`src/rtl/benes_pkg.sv`:
```
// ----------------------------------------------------------------------------
// benes_pkg
// Shared constants, wiring table and control types for the Benes route setup.
// ----------------------------------------------------------------------------
package benes_pkg;

  localparam int PORTS        = 8;
  localparam int STAGES       = 5;
  localparam int SW_PER_STAGE = PORTS / 2;
  localparam int PORT_W       = $clog2(PORTS);
  localparam int SW_W         = $clog2(SW_PER_STAGE);

  typedef logic [PORT_W-1:0] port_t;
  typedef logic [SW_W-1:0]   sw_idx_t;
  typedef logic [STAGES-1:0] vec_t;
  typedef logic [1:0]        sw_set_t;

  localparam sw_set_t SW_UNSET   = 2'd0;
  localparam sw_set_t SW_DIRECT  = 2'd1;
  localparam sw_set_t SW_CROSSED = 2'd2;

  // next port for [stage][switch][switch output]
  localparam port_t WIRING [STAGES][SW_PER_STAGE][2] = '{
    '{ '{3'd0, 3'd4}, '{3'd1, 3'd5}, '{3'd2, 3'd6}, '{3'd3, 3'd7} },
    '{ '{3'd0, 3'd2}, '{3'd1, 3'd3}, '{3'd4, 3'd6}, '{3'd5, 3'd7} },
    '{ '{3'd0, 3'd2}, '{3'd1, 3'd3}, '{3'd4, 3'd6}, '{3'd5, 3'd7} },
    '{ '{3'd0, 3'd2}, '{3'd4, 3'd6}, '{3'd1, 3'd3}, '{3'd5, 3'd7} },
    '{ '{3'd0, 3'd1}, '{3'd2, 3'd3}, '{3'd4, 3'd5}, '{3'd6, 3'd7} }
  };

  typedef struct packed {
    logic load;
    logic step;
    logic commit;
    logic emit;
    logic found;
  } benes_cmd_t;

  typedef struct packed {
    logic hit;
    logic last;
  } benes_stat_t;

endpackage

```
`src/rtl/benes_dp.sv`:
```
// ----------------------------------------------------------------------------
// benes_dp
// Switch table, candidate vector register, path trace and result register.
// ----------------------------------------------------------------------------
module benes_dp import benes_pkg::*; (
  input  logic        clk_i,
  input  logic        rst_ni,
  input  port_t       source_port_i,
  input  port_t       dest_port_i,
  input  benes_cmd_t  cmd_i,
  output benes_stat_t stat_o,
  output logic        done_o,
  output logic        found_o,
  output vec_t        setting_vector_o
);

  port_t   src_q, dst_q;
  vec_t    vec_q;
  sw_set_t tbl_q [STAGES][SW_PER_STAGE];
  logic    done_q, found_q;
  vec_t    res_vec_q;

  sw_idx_t sel_sw [STAGES];
  sw_set_t want   [STAGES];
  logic    ok;
  port_t   end_port;

  always_comb begin
    port_t   port;
    logic    bit_s;
    sw_idx_t sw;
    sw_set_t have;
    port = src_q;
    ok   = 1'b1;
    for (int s = 0; s < STAGES; s++) begin
      bit_s     = vec_q[STAGES-1-s];
      sw        = port[PORT_W-1:1];
      sel_sw[s] = sw;
      want[s]   = bit_s ? SW_CROSSED : SW_DIRECT;
      have      = tbl_q[s][sw];
      if (have != SW_UNSET && have != want[s]) begin
        ok = 1'b0;
      end
      port = WIRING[s][sw][bit_s ^ port[0]];
    end
    end_port = port;
  end

  assign stat_o.hit  = ok && (end_port == dst_q);
  assign stat_o.last = &vec_q;

  always_ff @(posedge clk_i) begin
    if (cmd_i.load) begin
      src_q <= source_port_i;
      dst_q <= dest_port_i;
      vec_q <= '0;
    end else if (cmd_i.step) begin
      vec_q <= vec_q + vec_t'(1);
    end
    if (cmd_i.emit) begin
      found_q   <= cmd_i.found;
      res_vec_q <= cmd_i.found ? vec_q : '0;
    end
  end

  always_ff @(posedge clk_i or negedge rst_ni) begin
    if (!rst_ni) begin
      done_q <= 1'b0;
      for (int s = 0; s < STAGES; s++) begin
        for (int w = 0; w < SW_PER_STAGE; w++) begin
          tbl_q[s][w] <= SW_UNSET;
        end
      end
    end else begin
      done_q <= cmd_i.emit;
      if (cmd_i.commit) begin
        for (int s = 0; s < STAGES; s++) begin
          tbl_q[s][sel_sw[s]] <= want[s];
        end
      end
    end
  end

  assign done_o           = done_q;
  assign found_o          = found_q;
  assign setting_vector_o = res_vec_q;

endmodule

```
`src/rtl/benes_ctrl.sv`:
```
// ----------------------------------------------------------------------------
// benes_ctrl
// Sequencer: load a request, walk candidate vectors, commit or report a miss.
// ----------------------------------------------------------------------------
module benes_ctrl import benes_pkg::*; (
  input  logic        clk_i,
  input  logic        rst_ni,
  input  logic        start,
  output logic        busy,
  input  benes_stat_t stat_i,
  output benes_cmd_t  cmd_o
);

  localparam logic ST_IDLE   = 1'b0;
  localparam logic ST_SEARCH = 1'b1;

  logic state_q, state_d;

  always_comb begin
    state_d = state_q;
    cmd_o   = '0;
    unique case (state_q)
      ST_IDLE: begin
        if (start) begin
          cmd_o.load = 1'b1;
          state_d    = ST_SEARCH;
        end
      end
      ST_SEARCH: begin
        priority if (stat_i.hit) begin
          cmd_o.commit = 1'b1;
          cmd_o.emit   = 1'b1;
          cmd_o.found  = 1'b1;
          state_d      = ST_IDLE;
        end else if (stat_i.last) begin
          cmd_o.emit = 1'b1;
          state_d    = ST_IDLE;
        end else begin
          cmd_o.step = 1'b1;
        end
      end
      default: state_d = ST_IDLE;
    endcase
  end

  always_ff @(posedge clk_i or negedge rst_ni) begin
    if (!rst_ni) begin
      state_q <= ST_IDLE;
    end else begin
      state_q <= state_d;
    end
  end

  assign busy = (state_q != ST_IDLE);

endmodule

```
`src/rtl/benes_route_setup_core.sv`:
```
// ----------------------------------------------------------------------------
// benes_route_setup_core
// Circuit setup for an 8-port, 5-stage Benes fabric with a 20-switch table.
// ----------------------------------------------------------------------------
// A transaction is taken when start is high and busy is low. The block first
// latches the request, then tests one 5-bit setting vector per cycle, in
// ascending order, with the whole five-stage path trace and the switch-table
// conflict check done combinationally. found_o / setting_vector_o are
// registered in the cycle after the deciding vector and hold until the next
// result; done_o flags them and is high for a single cycle. The receiver
// cannot stall; capture the result while done_o is high. busy drops in the
// done_o cycle, so the next transaction may start at that edge. Reset leaves
// every switch unset.
module benes_route_setup_core import benes_pkg::*; (
  input  logic  clk_i,
  input  logic  rst_ni,
  input  logic  start,
  output logic  busy,
  input  port_t source_port_i,
  input  port_t dest_port_i,
  output logic  done_o,
  output logic  found_o,
  output vec_t  setting_vector_o
);

  benes_cmd_t  cmd;
  benes_stat_t stat;

  benes_ctrl u_ctrl (
    .clk_i  (clk_i),
    .rst_ni (rst_ni),
    .start  (start),
    .busy   (busy),
    .stat_i (stat),
    .cmd_o  (cmd)
  );

  benes_dp u_dp (
    .clk_i            (clk_i),
    .rst_ni           (rst_ni),
    .source_port_i    (source_port_i),
    .dest_port_i      (dest_port_i),
    .cmd_i            (cmd),
    .stat_o           (stat),
    .done_o           (done_o),
    .found_o          (found_o),
    .setting_vector_o (setting_vector_o)
  );

endmodule

```
`config.mk`:
```
export PLATFORM = sky130hd
export DESIGN_NAME = benes_route_setup_core
export DESIGN_NICKNAME = d
export VERILOG_FILES = /design/src/rtl/benes_pkg.sv /design/src/rtl/benes_dp.sv /design/src/rtl/benes_ctrl.sv /design/src/rtl/benes_route_setup_core.sv
export SDC_FILE = /design/constraint.sdc
export NUM_CORES = 1
export LEC_CHECK = 0
export ABC_AREA = 0
export BUFFER_PORTS_ARGS = -buffer_cell sky130_fd_sc_hd__buf_4
export CAP_MARGIN = 20
export CORE_ASPECT_RATIO = 0.75
export CORE_MARGIN = 10
export CORE_UTILIZATION = 50
export CTS_CLUSTER_SIZE = 20
export DETAILED_ROUTE_END_ITERATION = 8
export PLACE_DENSITY = 0.8
export SYNTH_ARGS = -nofsm -noshare
export SYNTH_HDL_FRONTEND = slang
export SYNTH_SLANG_ARGS = --single-unit
```
`constraint.sdc`:
```
create_clock -name clk_i -period 3.76 [get_ports clk_i]
set_input_delay 0.752 -clock clk_i [delete_from_list [all_inputs] [get_ports clk_i]]
set_output_delay 0.752 -clock clk_i [all_outputs]
set_load 0.02 [all_outputs]
```
==> impl_metrics.tcl <==
set metrics [dict create \
    grt_pass1_vias 1907 \
    pin_count 17 \
    drc 0 \
    layout-area-overhead-vs-synth_pct 14.83 \
    synth_mux_area_frac 0.2255 \
    hold_ws_ns 0.3977 \
    final-hold-violation-count 0 \
    drt_iter0_markers 105 \
    r2r_start "u_dp.vec_q[4]" \
    antenna_left 0 \
    ys_async_sr_fraction 0.7119 \
    cts.repair.resized 0 \
    vias_per_cell 5.381 \
    placed_area_um2 3055 \
    ys_seq_area_frac 0.5301 \
    routabilityCongestion 0.8002 \
    cts_buffers 9 \
    min_period_over_period 0.8099 \
    grt_setup_unrepaired "no" \
    synth_simple_gate_area_share 0.1075 \
    p_per_area_nw_per_um2 828.0 \
    start_kind "flop" \
    dp_cells 317 \
    place_hpwl_um 3886 \
    grt_max_degree 43 \
    busiest_layer "met2" \
    placement.io_buffers 16 \
    synth_cells 233 \
    r2r_slack_ns 0.71 \
    synth_area_um2 2851 \
    finClkSkew_ns 0.008931 \
    hold_path_class "in2async" \
    overflow 0 \
    dieArea_um2 9155 \
    ir_drop_mv 0.3208 \
    clk_latency_ns 0.34 \
    wl_um 5514 \
    stdcell_area_um2 3274 \
    clkSinkCount 59 \
    cts_setup_buffers 0 \
    synth_edf_count 12 \
    finalSetupViolCount 0 \
    die_w_um 107.2 \
    status "complete, no violations" \
    drt_first_pass_iters 4 \
    crit_start "u_dp.vec_q[4]" \
    final_net_count 264 \
    use_met1 0.1670 \
    cts_tree "yes" \
    relSlewSlack 0.4164 \
    htreeDepth 3 \
    tightest_slew_ns 0.8692 \
    start_util 0.5243 \
    drive_gt1_frac 0.2636 \
    stdcell_count 333 \
    cp.required_ns 3.98 \
    synthXorXnorAreaFrac 0.03905 \
    slew_violations 0 \
    yosys.area_share.adder 0.008776 \
    worstPathArrival_ns 3.26 \
    critPathKind "reg2reg" \
    cts-root-buf "clkbuf_8" \
    ys_seq_elements 59 \
    fin_crit_ns 3.045 \
    rows 23 \
    grt_pass1_wl_um 9549 \
    total_power_w 0.002711 \
    die_h_um 85.40 \
    path_clk_slew_ns 0.06 \
    num_vias 1792 \
    ys_dominant_reg_cell "dfrtp_1" \
    antenna_found_initial 0 \
    crit_fanout 12 \
    grt_use_met2 0.2038 \
    layout_common_cells "dfrtp_1, mux2i_1, buf_4" \
    synth_top_family_by_area "multiplexers" \
    syn_nets 244 \
    core-area_um2 5439 \
    power_leakage_nw 1.541 \
    syn_area_per_cell_um2 12.24 \
    synth_warnings 0 \
    clock_path_buffers 2 \
    cap_violations 0 \
    antenna_cells 0 \
    endpoint_kind "flop" \
    fmax_mhz 328.4 \
    synth_compound_area_frac 0.03423 \
    use_met3 0.05891 \
    final_common_cell "dfrtp_1" \
    timing.setup.tns_ns 0 \
    ctsHoldBuffers 0 \
    grtUsageTotal 0.1338 \
    synth_cell_types 37 \
    wl_per_cell_um 16.56 \
]
[synth_stat cells, drive strengths merged, types with 3 or more instances]
cell | instances | area, um^2
nand2 | 17 | 63.81
mux4 | 6 | 135.1
edfxtp | 12 | 360.4
dfxtp | 5 | 100.1
clkbuf | 5 | 18.77
o31ai | 3 | 22.52
dfrtp | 42 | 1051
xnor2 | 8 | 70.07
and2 | 5 | 31.28
inv | 21 | 78.83
nor2 | 6 | 22.52
and3 | 4 | 25.02
nand3 | 11 | 55.05
buf | 11 | 58.80
mux2i | 26 | 260.3
nor3 | 6 | 30.03
mux2 | 22 | 247.7
[registers in the layout, indices dropped and copies added (netlist names)]
name / flops
u_dp.tbl_q: 40
u_ctrl.busy: 1
u_dp.src_q: 3
u_dp.dst_q: 3
u_dp.found_o: 1
u_dp.vec_q: 5
u_dp.setting_vector_o: 5
u_dp.done_o: 1
[path summary, 6_finish.rpt]
check / to / cells past startpoint
worst max-delay path: u_dp.tbl_q[29] / 8
worst min-delay path: u_dp.tbl_q[31] / 1
worst max register to register: u_dp.tbl_q[29] / 8
worst min register to register: u_dp.tbl_q[36] / 1
max in group asynchronous: u_dp.tbl_q[35] / 1
min in group clk_i: u_dp.tbl_q[36] / 1
[report_power, final]
group / internal [W] / switching [W]
Combinational: 0.000476 / 0.000558
Clock: 0.000389 / 0.000240
Sequential: 0.000889 / 0.000159
Total: 0.00175 / 0.000957
[cell type report]
class | instances | area [um^2]
clock buffer | 11 | 141.4
inverter | 21 | 78.83
fill | 440 | 2165
timing repair buffer | 25 | 187.7
clock inverter | 5 | 77.57
tap | 75 | 93.84
multi-input combinational | 137 | 1184
sequential | 59 | 1511
[per-layer routing]
| metal | wire length (um) | vias to the layer above |
|---|---|---|
| met4 | 55 | 0 |
| met2 | 2636 | 39 |
| met5 | 0 | - |
| li1 | - | 850 |
| met1 | 2564 | 897 |
| met3 | 258 | 6 |
[cell families after synthesis]
logic type,Yosys count
multiplexers,54
XOR/XNOR,11
adder cells (fa/ha/maj),2
AND/OR/NAND/NOR,58
AO/OA/AOI/OAI,12
buffers and inverters,37
flip-flops,59
[through the flow]
stage	utilization	worst slack [ns]
2_1_floorplan	-	0.8673
3_3_place_gp	0.5618	0.8173
3_5_place_dp	0.5618	0.6890
4_1_cts	0.6020	0.6704
5_1_grt	0.6020	0.4746
6_report	0.6020	0.7149
[worst max-delay path, stage by stage, from the launching register on]
cell and delay, ns:
dfxtp_1 0.42, xnor2_1 0.45, mux4_2 0.58, mux2i_1 0.15, nand4_1 0.17, nor4_4 0.36, buf_4 0.26, and3_1 0.22
mux2_2 0.34
Power figures use the tool's default switching activity.
